--- src/sv/renc_pkg.sv ---
// Shared types, codes and constants for the rotary encoder detent bank
`timescale 1ns / 1ps

package renc_pkg;

    localparam int NUM_ENCODERS_DEF = 8;
    localparam int INDEX_W          = 3;
    localparam int CLICK_W          = 8;

    localparam logic signed [CLICK_W-1:0] CLICK_MAX = 8'sd127;
    localparam logic signed [CLICK_W-1:0] CLICK_MIN = -8'sd128;

    localparam logic KIND_SAMPLE = 1'b0;
    localparam logic KIND_TAKE   = 1'b1;

    localparam logic [1:0] DIR_NONE = 2'd0;
    localparam logic [1:0] DIR_UP   = 2'd1;
    localparam logic [1:0] DIR_DOWN = 2'd3;

    typedef struct packed {
        logic                      turning;
        logic [1:0]                dir;
        logic signed [CLICK_W-1:0] clicks;
    } entry_t;

    typedef enum logic {
        ST_IDLE,
        ST_MODIFY
    } state_t;

endpackage

--- src/sv/rotary_encoder_detent_bank.sv ---
// Top level of the rotary encoder detent bank
//
//  channel | beat                                       | valid     | stall
//  --------+--------------------------------------------+-----------+----------
//  event   | kind, encoder_index, level_a, level_b      | evt_valid | evt_stall
//  result  | encoder_clicks, any_active, active_index   | res_valid | res_stall
//
// An event beat goes through two steps: a registered state memory read, then modify and write back.
// A new event is taken only in the idle state, once the previous one has written back.
// Reset clears all encoder state at once through per-entry valid bits.
// A stalled result holds in the output register; one further event is taken and
// waits in the modify step until the output register frees.
`timescale 1ns / 1ps

module rotary_encoder_detent_bank #(
    parameter int NUM_ENCODERS = renc_pkg::NUM_ENCODERS_DEF
) (
    input  logic                                  clk,
    input  logic                                  rst_n,
    input  logic                                  evt_valid,
    output logic                                  evt_stall,
    input  logic                                  kind,
    input  logic [renc_pkg::INDEX_W-1:0]          encoder_index,
    input  logic                                  level_a,
    input  logic                                  level_b,
    output logic                                  res_valid,
    input  logic                                  res_stall,
    output logic signed [renc_pkg::CLICK_W-1:0]   encoder_clicks,
    output logic                                  any_active,
    output logic [renc_pkg::INDEX_W-1:0]          active_index
);

    localparam int IDX_W = (NUM_ENCODERS > 1) ? $clog2(NUM_ENCODERS) : 1;
    localparam int EW    = IDX_W + 4;

    renc_pkg::state_t                     state_reg;
    renc_pkg::state_t                     state_next;

    logic                                 evt_accept;
    logic                                 out_load;
    logic                                 wr_en;
    logic [EW-1:0]                        idx_ext;
    logic                                 in_range;

    logic                                 kind_reg;
    logic                                 a_reg;
    logic                                 b_reg;
    logic [IDX_W-1:0]                     addr_reg;
    logic                                 in_range_reg;

    renc_pkg::entry_t                     cur_entry;
    renc_pkg::entry_t                     new_entry;
    logic signed [renc_pkg::CLICK_W-1:0]  reported;
    logic                                 any_next;
    logic [renc_pkg::INDEX_W-1:0]         active_next;

    logic                                 res_valid_reg;
    logic signed [renc_pkg::CLICK_W-1:0]  clicks_reg;
    logic                                 any_reg;
    logic [renc_pkg::INDEX_W-1:0]         active_reg;

    assign idx_ext    = EW'(encoder_index);
    assign in_range   = idx_ext < EW'(NUM_ENCODERS);
    assign evt_accept = evt_valid && !evt_stall;

    always_comb
    begin
        state_next = state_reg;
        unique case (state_reg)
            renc_pkg::ST_IDLE:
            begin
                if (evt_accept)
                begin
                    state_next = renc_pkg::ST_MODIFY;
                end
            end
            renc_pkg::ST_MODIFY:
            begin
                if (out_load)
                begin
                    state_next = renc_pkg::ST_IDLE;
                end
            end
            default:
            begin
                state_next = renc_pkg::ST_IDLE;
            end
        endcase
    end

    always_comb
    begin
        evt_stall = 1'b1;
        out_load  = 1'b0;
        unique case (state_reg)
            renc_pkg::ST_IDLE:
            begin
                evt_stall = 1'b0;
            end
            renc_pkg::ST_MODIFY:
            begin
                out_load = !res_valid_reg || !res_stall;
            end
            default:
            begin
                evt_stall = 1'b1;
            end
        endcase
    end

    assign wr_en = out_load && in_range_reg;

    always_ff @(posedge clk or negedge rst_n)
    begin
        if (!rst_n)
        begin
            state_reg     <= renc_pkg::ST_IDLE;
            res_valid_reg <= 1'b0;
        end
        else
        begin
            state_reg <= state_next;
            if (out_load)
            begin
                res_valid_reg <= 1'b1;
            end
            else if (!res_stall)
            begin
                res_valid_reg <= 1'b0;
            end
        end
    end

    always_ff @(posedge clk)
    begin
        if (evt_accept)
        begin
            kind_reg     <= kind;
            a_reg        <= level_a;
            b_reg        <= level_b;
            addr_reg     <= idx_ext[IDX_W-1:0];
            in_range_reg <= in_range;
        end
        if (out_load)
        begin
            clicks_reg <= reported;
            any_reg    <= any_next;
            active_reg <= active_next;
        end
    end

    renc_state_mem #(
        .NUM_ENCODERS (NUM_ENCODERS),
        .IDX_W        (IDX_W)
    ) u_mem (
        .clk      (clk),
        .rst_n    (rst_n),
        .rd_en    (evt_accept),
        .rd_addr  (idx_ext[IDX_W-1:0]),
        .rd_entry (cur_entry),
        .wr_en    (wr_en),
        .wr_addr  (addr_reg),
        .wr_entry (new_entry)
    );

    renc_update u_update (
        .kind      (kind_reg),
        .level_a   (a_reg),
        .level_b   (b_reg),
        .in_range  (in_range_reg),
        .cur_entry (cur_entry),
        .new_entry (new_entry),
        .reported  (reported)
    );

    renc_scan #(
        .NUM_ENCODERS (NUM_ENCODERS),
        .IDX_W        (IDX_W)
    ) u_scan (
        .clk         (clk),
        .rst_n       (rst_n),
        .wr_en       (wr_en),
        .wr_addr     (addr_reg),
        .wr_nonzero  (new_entry.clicks != 0),
        .any_next    (any_next),
        .active_next (active_next)
    );

    assign res_valid      = res_valid_reg;
    assign encoder_clicks = clicks_reg;
    assign any_active     = any_reg;
    assign active_index   = active_reg;

endmodule

--- src/sv/renc_state_mem.sv ---
// Per-encoder state memory with registered read and per-entry valid bits
`timescale 1ns / 1ps

module renc_state_mem #(
    parameter int NUM_ENCODERS = renc_pkg::NUM_ENCODERS_DEF,
    parameter int IDX_W        = 3
) (
    input  logic                 clk,
    input  logic                 rst_n,
    input  logic                 rd_en,
    input  logic [IDX_W-1:0]     rd_addr,
    output renc_pkg::entry_t     rd_entry,
    input  logic                 wr_en,
    input  logic [IDX_W-1:0]     wr_addr,
    input  renc_pkg::entry_t     wr_entry
);

    renc_pkg::entry_t            entry_mem [NUM_ENCODERS];
    renc_pkg::entry_t            rd_data_reg;
    logic [NUM_ENCODERS-1:0]     valid_reg;
    logic                        rd_valid_reg;

    always_ff @(posedge clk)
    begin
        if (wr_en)
        begin
            entry_mem[wr_addr] <= wr_entry;
        end
        if (rd_en)
        begin
            rd_data_reg <= entry_mem[rd_addr];
        end
    end

    always_ff @(posedge clk or negedge rst_n)
    begin
        if (!rst_n)
        begin
            valid_reg    <= '0;
            rd_valid_reg <= 1'b0;
        end
        else
        begin
            if (wr_en)
            begin
                valid_reg[wr_addr] <= 1'b1;
            end
            if (rd_en)
            begin
                rd_valid_reg <= valid_reg[rd_addr];
            end
        end
    end

    // unwritten entries read as reset state
    assign rd_entry = rd_valid_reg ? rd_data_reg : '0;

endmodule

--- src/sv/renc_update.sv ---
// Detent rule and take step applied to one encoder entry
`timescale 1ns / 1ps

module renc_update (
    input  logic                                   kind,
    input  logic                                   level_a,
    input  logic                                   level_b,
    input  logic                                   in_range,
    input  renc_pkg::entry_t                       cur_entry,
    output renc_pkg::entry_t                       new_entry,
    output logic signed [renc_pkg::CLICK_W-1:0]    reported
);

    logic signed [renc_pkg::CLICK_W-1:0] detent_clicks;

    always_comb
    begin
        unique case (cur_entry.dir)
            renc_pkg::DIR_UP:
            begin
                detent_clicks = (cur_entry.clicks == renc_pkg::CLICK_MAX) ?
                                cur_entry.clicks : cur_entry.clicks + 8'sd1;
            end
            renc_pkg::DIR_DOWN:
            begin
                detent_clicks = (cur_entry.clicks == renc_pkg::CLICK_MIN) ?
                                cur_entry.clicks : cur_entry.clicks - 8'sd1;
            end
            default:
            begin
                detent_clicks = cur_entry.clicks;
            end
        endcase
    end

    always_comb
    begin
        new_entry = cur_entry;
        reported  = '0;
        if (in_range)
        begin
            if (kind == renc_pkg::KIND_SAMPLE)
            begin
                if (level_a && level_b)
                begin
                    if (cur_entry.turning)
                    begin
                        new_entry.clicks = detent_clicks;
                    end
                    new_entry.turning = 1'b0;
                    new_entry.dir     = renc_pkg::DIR_NONE;
                end
                else if (!level_a && !level_b)
                begin
                    new_entry.turning = 1'b1;
                end
                else if (!cur_entry.turning)
                begin
                    new_entry.dir = level_a ? renc_pkg::DIR_UP : renc_pkg::DIR_DOWN;
                end
                reported = new_entry.clicks;
            end
            else
            begin
                reported = cur_entry.clicks;
                if (cur_entry.clicks < 0)
                begin
                    new_entry.clicks = cur_entry.clicks + 8'sd1;
                end
                else if (cur_entry.clicks > 0)
                begin
                    new_entry.clicks = cur_entry.clicks - 8'sd1;
                end
            end
        end
    end

endmodule

--- src/sv/renc_scan.sv ---
// Nonzero-click flags per encoder and lowest-active-index search
`timescale 1ns / 1ps

module renc_scan #(
    parameter int NUM_ENCODERS = renc_pkg::NUM_ENCODERS_DEF,
    parameter int IDX_W        = 3
) (
    input  logic                           clk,
    input  logic                           rst_n,
    input  logic                           wr_en,
    input  logic [IDX_W-1:0]               wr_addr,
    input  logic                           wr_nonzero,
    output logic                           any_next,
    output logic [renc_pkg::INDEX_W-1:0]   active_next
);

    localparam int EW = IDX_W + renc_pkg::INDEX_W;

    logic [NUM_ENCODERS-1:0] nz_reg;
    logic [NUM_ENCODERS-1:0] nz_next;
    logic [IDX_W-1:0]        low_idx;
    logic [EW-1:0]           low_idx_ext;

    always_comb
    begin
        nz_next = nz_reg;
        if (wr_en)
        begin
            nz_next[wr_addr] = wr_nonzero;
        end
    end

    always_comb
    begin
        low_idx = '0;
        for (int i = NUM_ENCODERS - 1; i >= 0; i--)
        begin
            if (nz_next[i])
            begin
                low_idx = IDX_W'(i);
            end
        end
    end

    assign any_next    = |nz_next;
    assign low_idx_ext = EW'(low_idx);
    assign active_next = low_idx_ext[renc_pkg::INDEX_W-1:0];

    always_ff @(posedge clk or negedge rst_n)
    begin
        if (!rst_n)
        begin
            nz_reg <= '0;
        end
        else
        begin
            nz_reg <= nz_next;
        end
    end

endmodule

--- config.mk ---
export PLATFORM = sky130hd
export DESIGN_NAME = rotary_encoder_detent_bank
export DESIGN_NICKNAME = d
export VERILOG_FILES = /design/src/sv/renc_pkg.sv /design/src/sv/rotary_encoder_detent_bank.sv /design/src/sv/renc_state_mem.sv /design/src/sv/renc_update.sv /design/src/sv/renc_scan.sv
export SDC_FILE = /design/constraint.sdc
export NUM_CORES = 1
export LEC_CHECK = 0
export ABC_AREA = 1
export BUFFER_PORTS_ARGS = -buffer_cell sky130_fd_sc_hd__buf_2
export CORE_UTILIZATION = 45
export CTS_CLUSTER_SIZE = 8
export DETAILED_ROUTE_END_ITERATION = 10
export GPL_TIMING_DRIVEN = 0
export HOLD_SLACK_MARGIN = 0.12
export PLACE_DENSITY_LB_ADDON = 0.2
export SLEW_MARGIN = 5
export SYNTH_ARGS = -nofsm -noshare
export SYNTH_HDL_FRONTEND = slang
export SYNTH_SLANG_ARGS = --single-unit
--- constraint.sdc ---
create_clock -name clk -period 3.1 [get_ports clk]
set_input_delay 0.155 -clock clk [delete_from_list [all_inputs] [get_ports clk]]
set_output_delay 0.155 -clock clk [all_outputs]
set_load 0.01 [all_outputs]
# Word-level counts from Yosys, hierarchy flattened
# Memory sizes are Yosys's and may differ from the RTL's. A register that Yosys moved wholly into a read port is not among the register bits.
# Index checks and enable logic that the tools add are counted.
[word_totals] reg_bits=38 ram_bits=88 in_bits=10 out_inout_bits=14 n_memories=1
[memory_table] memory="u_mem.entry_mem" words=8 word_bits=11 read_ports=1 rd_clocked_by_memory_dff=1 write_ports=1 line="renc_state_mem.sv:18" source="renc_pkg::entry_t entry_mem [NUM_ENCODERS];"
[op_classes] addsub=2 order_cmp=6 eq_ne=5 muxes=39 bitwise=2 reduce_logical=14
[op_table] operator="$mux 8" n=9
[op_table] operator="$reduce_bool 32->1" n=1
[op_table] operator="$mux 11" n=2
[op_table] operator="$mux 3" n=6
[op_table] operator="$eq 8x8->1 const B" n=2
[op_table] operator="$pmux 8 s2" n=1
[op_table] operator="$lt 3x4->1 const B" n=3
[op_table] operator="$mux 1" n=12
[op_table] operator="$mux 2" n=5
[op_table] operator="$add 8x2->8 const B" n=1
[op_table] operator="$bwmux 8" n=1
[op_table] operator="$gt 8x1->1 const B" n=1
[op_table] operator="$lt 8x1->1 const B" n=1
[op_table] operator="$or 8x8->8" n=1
[op_table] operator="$reduce_or 8->1" n=1
[op_table] operator="$sub 8x2->8 const B" n=1
[op_table] operator="$logic_and 1x1->1" n=5
[op_table] operator="$logic_not 1->1" n=4
[op_table] operator="$reduce_or 4->1" n=1
[op_table] operator="$bmux 1 s3" n=1
[op_table] operator="$demux 1 s3" n=1
[op_table] operator="$ge 3x1->1 const B" n=1
[op_table] operator="$eq 2x1->1 const B" n=1
[op_table] operator="$eq 2x2->1 const B" n=1
[op_table] operator="5 further kinds" n=5

# Logic depth before layout (Yosys ltp)
# Gate-level depths: netlist of run 1.
[logic_depth] ltp_word=18 ltp_mapped=26 mapped_depth_nobuf=24

# By module
# From an unflattened synthesis of run 1, not the netlist that was laid out.
[hier_totals] cells_unflattened=704 hier_area_um2=6681.4
[by_module_without_submodules] mod="renc_state_mem" n_inst=1 cells_per_inst=356 area_each_um2=4367.9 seq_area_each_um2=3198.1
[by_module_without_submodules] mod="renc_update" n_inst=1 cells_per_inst=239 area_each_um2=1131.1 seq_area_each_um2=0.0
[by_module_without_submodules] mod="rotary_encoder_detent_bank" n_inst=1 cells_per_inst=43 area_each_um2=679.4 seq_area_each_um2=590.6
[by_module_without_submodules] mod="renc_scan" n_inst=1 cells_per_inst=66 area_each_um2=503.0 seq_area_each_um2=200.2

# Worst setup path before layout of run 1
# OpenSTA, ideal clock, no wires.
[synth_timing] path_kind="register to register" startpoint="register u_mem.rd_valid_reg" endpoint="register any_reg, in the netlist any_active (data pin)" setup_ps=269 arrival_ps=2550 t_required_ps=2831 setup_slack_ps=282 path_stages_with_launch=22 path_buffers=2 cell_sequence="dfrtp_1 > buf_6 > buf_8 > nand2_4 > ha_1 > nand3_1 > nor2_1 > nand3_1 > nand3_2 > nand2_1 > nand3_1 > nand2_1 > inv_1 > nand2_1 > nor2_4 > nand2_2 > inv_2 > nand2_1 > o21ai_2 > inv_2 > nor3_2 > nand4_1"
[synth_lines] item="from (decl)" line="renc_state_mem.sv:21" source="logic rd_valid_reg;"
[synth_lines] item="from (signal assigned)" line="renc_state_mem.sv:50" source="rd_valid_reg <= valid_reg[rd_addr];"
[synth_lines] item="to (signal assigned)" line="rotary_encoder_detent_bank.sv:147" source="any_reg <= any_next;"
[synth_lines] item="to (decl)" line="rotary_encoder_detent_bank.sv:59" source="logic any_reg;"

# Final worst setup path of run 1
[layout_timing] startpoint="register u_mem.rd_valid_reg" endpoint="register any_reg, in the netlist any_active (data pin)"
[layout_between] elab_chain_cells=12 elab_cells_between_ends=22 classes_between="add/sub: 2; order compare: 2; eq/ne: 4; mux: 12; reduce/logical: 2"
[layout_lines] item="$mux 11 *" line="renc_state_mem.sv:56" source="assign rd_entry = rd_valid_reg ? rd_data_reg : '0;"
[layout_lines] item="$sub 8x2->8, or another cell as far along" line="renc_update.sv:27, renc_update.sv:72"
[layout_lines] item="$mux 8 (on tied branches)" line="renc_update.sv:26, renc_update.sv:21"
[layout_lines] item="$pmux 8 s2" line="renc_update.sv:18" source="unique case (cur_entry.dir)"
[layout_lines] item="$mux 8" line="renc_update.sv:46" source="if (cur_entry.turning)"
[layout_lines] item="$mux 8" line="renc_update.sv:44" source="if (level_a && level_b)"
[layout_lines] item="$mux 8" line="renc_update.sv:42" source="if (kind == renc_pkg::KIND_SAMPLE)"
[layout_lines] item="$mux 11 *" line="renc_update.sv:40" source="if (in_range)"
[layout_lines] item="$reduce_bool 32->1 *" line="rotary_encoder_detent_bank.sv:184" source=".wr_nonzero (new_entry.clicks != 0),"
[layout_lines] item="$bwmux 8 *" line="renc_scan.sv:29" source="nz_next[wr_addr] = wr_nonzero;"
[layout_lines] item="$mux 8 *" line="renc_scan.sv:27" source="if (wr_en)"
[layout_lines] item="named net u_scan.nz_next[5]" line="renc_scan.sv:20" source="logic [NUM_ENCODERS-1:0] nz_next;"
[layout_lines] item="$reduce_or 8->1 *" line="renc_scan.sv:45" source="assign any_next = |nz_next;"
[layout_lines] item="named net any_next" line="rotary_encoder_detent_bank.sv:54" source="logic any_next;"
# The timed path passes the listed nets; every way through them passes the cells marked *.
# A chain may end at the register's enable or synchronous reset.

==> flow_summary_export.csv, run 1 <==
group,metric,value,unit
floorplanning,io_pins,24,
routing,avgViaCountPerCell,5.33,
critical_path,crit_slowest_cell,"dfrtp_1",
synthesis,async_flop_share,0.140,
global_routing,grt_pass1_vias,4616,
outcome,violations,"setup timing",
sta,worstMarginPinSlew,0.843,ns
clock_tree,worstSkewPairLatency,0.42,ns
clock_tree,cts_tree,"yes",
critical_path,startpoint_type,"register",
routing,drtIter0Drc,499,
synthesis,synthTopCellsByArea,"edfxtp_1, dfrtp_1, nand2_1",
global_routing,grt_max_degree,21,
sta,fmax,0.318,GHz
cells_and_area,fin_cells,908,
cells_and_area,final_nets,731,
synthesis,syn_avg_cell_area,9.96,um^2
placed_design,port_buffers,23,
synthesis,synth_top_area_frac,0.556,
cells_and_area,antennaDiodeCount,0,
global_routing,grt_usage,0.230,
floorplanning,row_count,42,
pwr,leakage,3.13,nW
critical_path,crit_family,"simple AND/OR/NAND/NOR gates",
routing,ant_nets,0,
placed_design,dpl.hpwl,10500,um
clock_tree,cts_root_buffer,"clkbuf_16",
critical_path,critPathBufInv,6,
critical_path,reg2regPathDepth,21,
routing,wirelength,15900,um
floorplanning,dieArea,14500,um^2
critical_path,cp_common_cell,"nand2_2",
synthesis,synth_edf_count,117,
synthesis,synthTopCellsByCount,"nand2_1, edfxtp_1, nor2_1",
synthesis,synth.net_count,646,
pwr,p_total,5.69,mW
critical_path,cp-end-kind,"register",
synthesis,seq_area_frac_synth,0.631,
routing,vias,4837,
sta,fin_crit,3.14,ns
flow_run,max-cap-violations,0,
critical_path,r2r_start,"u_mem.rd_valid_reg$_DFFE_PN0P_",
floorplanning,core,13500,um^2
synthesis,ys_warn_count,0,
placed_design,place_inst,833,
sta,setup_ws,-0.0428,ns
routing,firstDrtPassIters,6,
global_routing,grt_overflow_total,0,
placed_design,dpl-instance-area,6650,um^2
synthesis,synth_ff_type,"edfxtp_1",
sta,skew,0.0119,ns
synthesis,syn_inst,634,
cells_and_area,area_delta_synth_final,24.3,%
floorplanning,die_h,120,um
global_routing,antenna_found_initial,0,
critical_path,required,3.23,ns
clock_tree,cts_sinks,136,
critical_path,cp.arrival,3.27,ns
floorplanning,initial_utilization,0.470,
clock_tree,htree_levels,4,
min_path,hold_class,"input pin to async pin",
routing,drc_errors,0,
sta,setup_tns,-0.0428,ns
sta,max-slew-margin-rel,0.436,
cells_and_area,layout-drive-gt1-share,0.227,
critical_path,regToRegEndpoint,"any_active$_DFFE_PP_",
synthesis,synth_area,6320,um^2
outcome,outcome,"finished, violations left",
critical_path,path_cells,"buf_6 > buf_12 > nand2_8 > inv_8 > ha_4 > nand3_4 > nor2_4 > nand4_1 > nand3_2 > buf_4 > nand2_1 > nand2_2 > a21oi_2 > nand2_2 > nor2_4 > nand2_2 > buf_6 > mux2i_4 > inv_2 > nor3_4 > nand4_1",
critical_path,r2r_slack,-0.04,ns
global_routing,grt_pass1_wl,24500,um
synthesis,ys_seq_elements,136,
sta,rsz0062_at_grt,"true",
routing,wl_per_cell,17.5,um
placed_design,place_congestion,0.947,
pwr,ir_worst_vdd,0.548,mV
clock_tree,clk_pin_slew_worst_paths,0.06,ns
cells_and_area,final.fill_count,1186,
synthesis,yosysTopAreaCell,"edfxtp_1",
critical_path,path_max_fanout,5,
clock_tree,numCtsBuffers,17,
sta,finalHoldViolations,0,
critical_path,max_stage_delay,0.37,ns
sta,final_max_slew_viol_count,0,
cells_and_area,largest_reg_flops,88,
synthesis,yosysMostFrequentCell,"nand2_1",
cells_and_area,final_util,0.584,
pwr,cellPowerDensity,725,nW/um^2
sta,setup_viol,1,
critical_path,worstSetupPathType,"register to register",
sta,period_share,1.01,
cells_and_area,design_area,7850,um^2
floorplanning,die_w,120,um
clock_tree,clk_path_buf_depth,2,
synthesis,ys_types,37,
-- layer usage --
| layer | track usage | up-vias | share of wire |
|---|---|---|---|
| li1 | - | 2327 | - |
| met1 | 0.302 | 2271 | 0.44 |
| met2 | 0.353 | 198 | 0.47 |
| met3 | 0.0552 | 41 | 0.062 |
| met4 | 0.123 | 0 | 0.034 |
| met5 | 0 | - | 0 |
-- power breakdown --
part	leakage (nW)	switching (mW)	internal, mW
registers	1.27	0.0700	2.26
clock network	0.280	0.739	1.26
logic	1.57	0.861	0.498
-- through the flow --
step	hold WS, ns	setup slack, ns
floorplan	-0.141	0.282
global placement	0.124	-0.441
detailed placement	0.131	-0.476
CTS	0.210	0.00112
global route	0.255	-0.172
finish	0.218	-0.0428
-- logic make-up after synthesis --
logic type | count (synthesis) | synth area share
AOI/OAI and AO/OA | 109 | 0.0970
adders and majority gates | 2 | 0.00396
DFF | 136 | 0.631
buffers and inverters | 84 | 0.0533
muxes | 1 | 0.00356
xor gates and xnor gates | 1 | 0.00139
and+or+nand+nor | 301 | 0.209
-- layout by cell type (no fill, tap or decap), types with 3 or more instances in the layout --
cell and n:
edfxtp_1 117, nand2_1 110, nor2_1 99, o21ai_0 61, inv_1 52, buf_4 31
buf_2 25, nand3_1 24, nand2_2 19, clkbuf_1 19, dfrtp_1 19, clkbuf_16 17
a31oi_1 12, o22ai_1 12, a21oi_1 11, nand4_1 9, dlygate4sd3_1 9, nand3_2 7
nor2_4 7, nand2_4 6, o21ai_2 6, or2_2 6, inv_2 5, a21oi_2 4
clkinv_1 4, buf_12 3, inv_6 3, nor2_2 3, bufinv_16 3
-- area by class of cell --
class	count	area, um^2	share of cell area
clock inverter	12	149	0.0190
buffer	23	114	0.0145
clock buffer	20	437	0.0556
tap	176	220	0.0280
sequential	136	3990	0.508
multi-input combinational	414	2210	0.282
inverter	61	241	0.0308
timing repair buffer	66	489	0.0623
-- worst max path at each step --
stage                                         from                    to  slack, ns  cells after the start
finish              u_mem.rd_valid_reg$_DFFE_PN0P_  any_active$_DFFE_PP_      -0.04                     21
detailed placement  u_mem.rd_valid_reg$_DFFE_PN0P_  any_active$_DFFE_PP_      -0.48                     21
floorplan           u_mem.rd_valid_reg$_DFFE_PN0P_  any_active$_DFFE_PP_       0.28                     21
CTS                 u_mem.rd_valid_reg$_DFFE_PN0P_  any_active$_DFFE_PP_      0.001                     20
global placement    u_mem.rd_valid_reg$_DFFE_PN0P_  any_active$_DFFE_PP_      -0.44                     22
global route        u_mem.rd_valid_reg$_DFFE_PN0P_  any_active$_DFFE_PP_      -0.17                     21
-- timing repair --
| item | 4_1_cts | 5_1_grt |
|---|---|---|
| gates cloned | 0 | 0 |
| setup endpoints to repair | 9 | 4 |
| resized for setup | 36 | 26 |
| buffers inserted | 21 | 13 |
| endpoints found under the hold margin | 28 | 0 |
| pin swaps | 15 | 23 |
| hold buffers | 9 | 0 |
No activity file was read; power rests on OpenSTA's default activity.
==> run 2: changes to the inputs <==
==> constraint.sdc (replaced) <==
create_clock -name clk -period 3.1 [get_ports clk]
set_input_delay 0.31 -clock clk [delete_from_list [all_inputs] [get_ports clk]]
set_output_delay 0.31 -clock clk [all_outputs]
set_load 0.01 [all_outputs]
==> run 2 against run 1 <==
  * The run still ends with setup timing left
  * Core utilization fell by 0.15 points
  * First-iteration DRC count fell by 19%
  * Count of clock-buffer cells in the layout stayed put
  * Hold slack worse by 0.051 ns
  * Routed wire length decreased by 0.10%
  * Critical endpoint unchanged
  * Cell area is 0.25% lower
  * Global-route usage about the same
==> flow_summary_export.csv, run 2 (same netlist as run 1, synthesis figures left out) <==
group,metric,value,unit
outcome,outcome,"finished, violations left",
outcome,violations,"setup timing",
sta,skew,0.00976,ns
min_path,min_to,"state_reg$_DFF_PN0_",
min_path,whs_path_depth,3,
sta,finalHoldViolations,0,
placed_design,dp_slack,-0.476,ns
routing,vias,4826,
sta,worstMarginPinSlew,0.847,ns
sta,fmax,0.319,GHz
floorplanning,core,13500,um^2
cells_and_area,antennaDiodeCount,0,
global_routing,grt_pass1_wl,24400,um
critical_path,r2r_slack,-0.04,ns
sta,max-slew-margin-rel,0.433,
routing,firstDrtPassIters,5,
floorplanning,die_h,120,um
sta,setup_ws,-0.0392,ns
global_routing,grt_max_degree,21,
clock_tree,clk_path_buf_depth,2,
sta,final_max_slew_viol_count,0,
floorplanning,dieArea,14500,um^2
placed_design,place_congestion,0.947,
routing,drc_errors,0,
cells_and_area,layout_commonest_cell,"edfxtp_1",
flow_run,max-cap-violations,0,
clock_tree,cts_tree,"yes",
global_routing,grt_pass1_vias,4612,
floorplanning,row_count,42,
pwr,leakage,3.12,nW
min_path,hold_class,"input pin to register",
sta,hold_ws,0.168,ns
critical_path,cp.arrival,3.27,ns
sta,period_share,1.01,
routing,drtIter0Drc,403,
clock_tree,cts_sinks,136,
sta,setup_viol,1,
clock_tree,worstSkewPairLatency,0.42,ns
pwr,cellPowerDensity,727,nW/um^2
sta,rsz0062_at_grt,"true",
cells_and_area,final_util,0.582,
cells_and_area,final.fill_count,1188,
routing,wl_per_cell,17.5,um
cells_and_area,area_delta_synth_final,24.0,%
critical_path,startpoint_type,"register",
global_routing,grt_usage,0.230,
clock_tree,cts_root_buffer,"clkbuf_16",
cells_and_area,largest_reg_flops,88,
critical_path,reg2regPathDepth,21,
clock_tree,numCtsBuffers,17,
critical_path,regToRegEndpoint,"any_active$_DFFE_PP_",
cells_and_area,fin_cells,906,
critical_path,worstSetupPathType,"register to register",
floorplanning,initial_utilization,0.470,
min_path,holdCritStartpoint,"evt_valid",
sta,fin_crit,3.14,ns
critical_path,r2r_start,"u_mem.rd_valid_reg$_DFFE_PN0P_",
placed_design,port_buffers,23,
cells_and_area,final_nets,729,
critical_path,required,3.23,ns
clock_tree,clk_pin_slew_worst_paths,0.06,ns
floorplanning,io_pins,24,
placed_design,place_inst,833,
routing,ant_nets,0,
sta,setup_tns,-0.0392,ns
pwr,ir_worst_vdd,0.547,mV
routing,wirelength,15900,um
critical_path,cp-end-kind,"register",
routing,avgViaCountPerCell,5.33,
floorplanning,die_w,120,um
clock_tree,htree_levels,4,
critical_path,path_max_fanout,5,
global_routing,antenna_found_initial,0,
cells_and_area,layout-drive-gt1-share,0.227,
global_routing,grt_overflow_total,0,
cells_and_area,mostFrequentLayoutCells,"edfxtp_1, nand2_1, nor2_1, o21ai_0, inv_1",
placed_design,dpl.hpwl,10500,um
-- run 2: changes by cell type in the layout (fill, tap and decap cells not counted), sizes merged --
cell         previous run  this run
dlygate4sd3             9         7
-- run 2: through the flow --
stage / area (um^2) / power [mW]
6_report: 7830 / 5.69
5_1_grt: 7830 / 5.92
4_1_cts: 7630 / 5.60
3_5_place_dp: 6650 / 3.39
3_3_place_gp: 6650 / 3.37
2_1_floorplan: 6320 / 3.08
-- run 2: worst max-delay path by stage --
stage / start / end / cells after the start
CTS: u_mem.rd_valid_reg$_DFFE_PN0P_ / any_active$_DFFE_PP_ / 20
detailed placement: u_mem.rd_valid_reg$_DFFE_PN0P_ / any_active$_DFFE_PP_ / 21
floorplan: u_mem.rd_valid_reg$_DFFE_PN0P_ / any_active$_DFFE_PP_ / 21
global route: u_mem.rd_valid_reg$_DFFE_PN0P_ / any_active$_DFFE_PP_ / 21
finish: u_mem.rd_valid_reg$_DFFE_PN0P_ / any_active$_DFFE_PP_ / 21
global placement: u_mem.rd_valid_reg$_DFFE_PN0P_ / any_active$_DFFE_PP_ / 22
-- run 2: area by class of cell --
| type | instances | area, um^2 | area share |
|---|---|---|---|
| flip-flops and latches | 136 | 3990 | 0.509 |
| multi-input cells | 414 | 2210 | 0.282 |
| repair buffers | 64 | 469 | 0.0599 |
| clock buffers | 20 | 437 | 0.0558 |
| inverters | 61 | 241 | 0.0308 |
| well taps | 176 | 220 | 0.0281 |
| clock inverters | 12 | 149 | 0.0190 |
| plain buffers | 23 | 114 | 0.0145 |
-- run 2: worst max-delay path, stage by stage, from the launching register on --
cell and delay, ns:
dfrtp_1 0.37, buf_6 0.13, buf_12 0.14, nand2_8 0.10, inv_8 0.03, ha_4 0.16, nand3_4 0.08, nor2_4 0.06
nand4_1 0.15, nand3_2 0.11, buf_4 0.14, nand2_1 0.07, nand2_2 0.08, a21oi_2 0.20, nand2_2 0.09, nor2_4 0.11
nand2_2 0.08, buf_6 0.12, mux2i_4 0.18, inv_2 0.08, nor3_4 0.19, nand4_1 0.17
-- run 2: power by group --
| part | switching [mW] | internal [mW] |
|---|---|---|
| clock | 0.743 | 1.26 |
| combinational | 0.864 | 0.496 |
| sequential | 0.0694 | 2.26 |
-- run 2: per-layer routing --
layer / routed length (um) / global-route usage
met5: 0 / 0
met3: 850 / 0.0557
met2: 7340 / 0.352
met1: 7100 / 0.302
met4: 576 / 0.123
-- run 2: what timing repair did --
action	in CTS	in global routing
buffers inserted	21	13
resized for setup	36	26
endpoints found under the hold margin	25	0
setup endpoints to repair	9	4
hold buffers	7	0
pin swaps	15	23
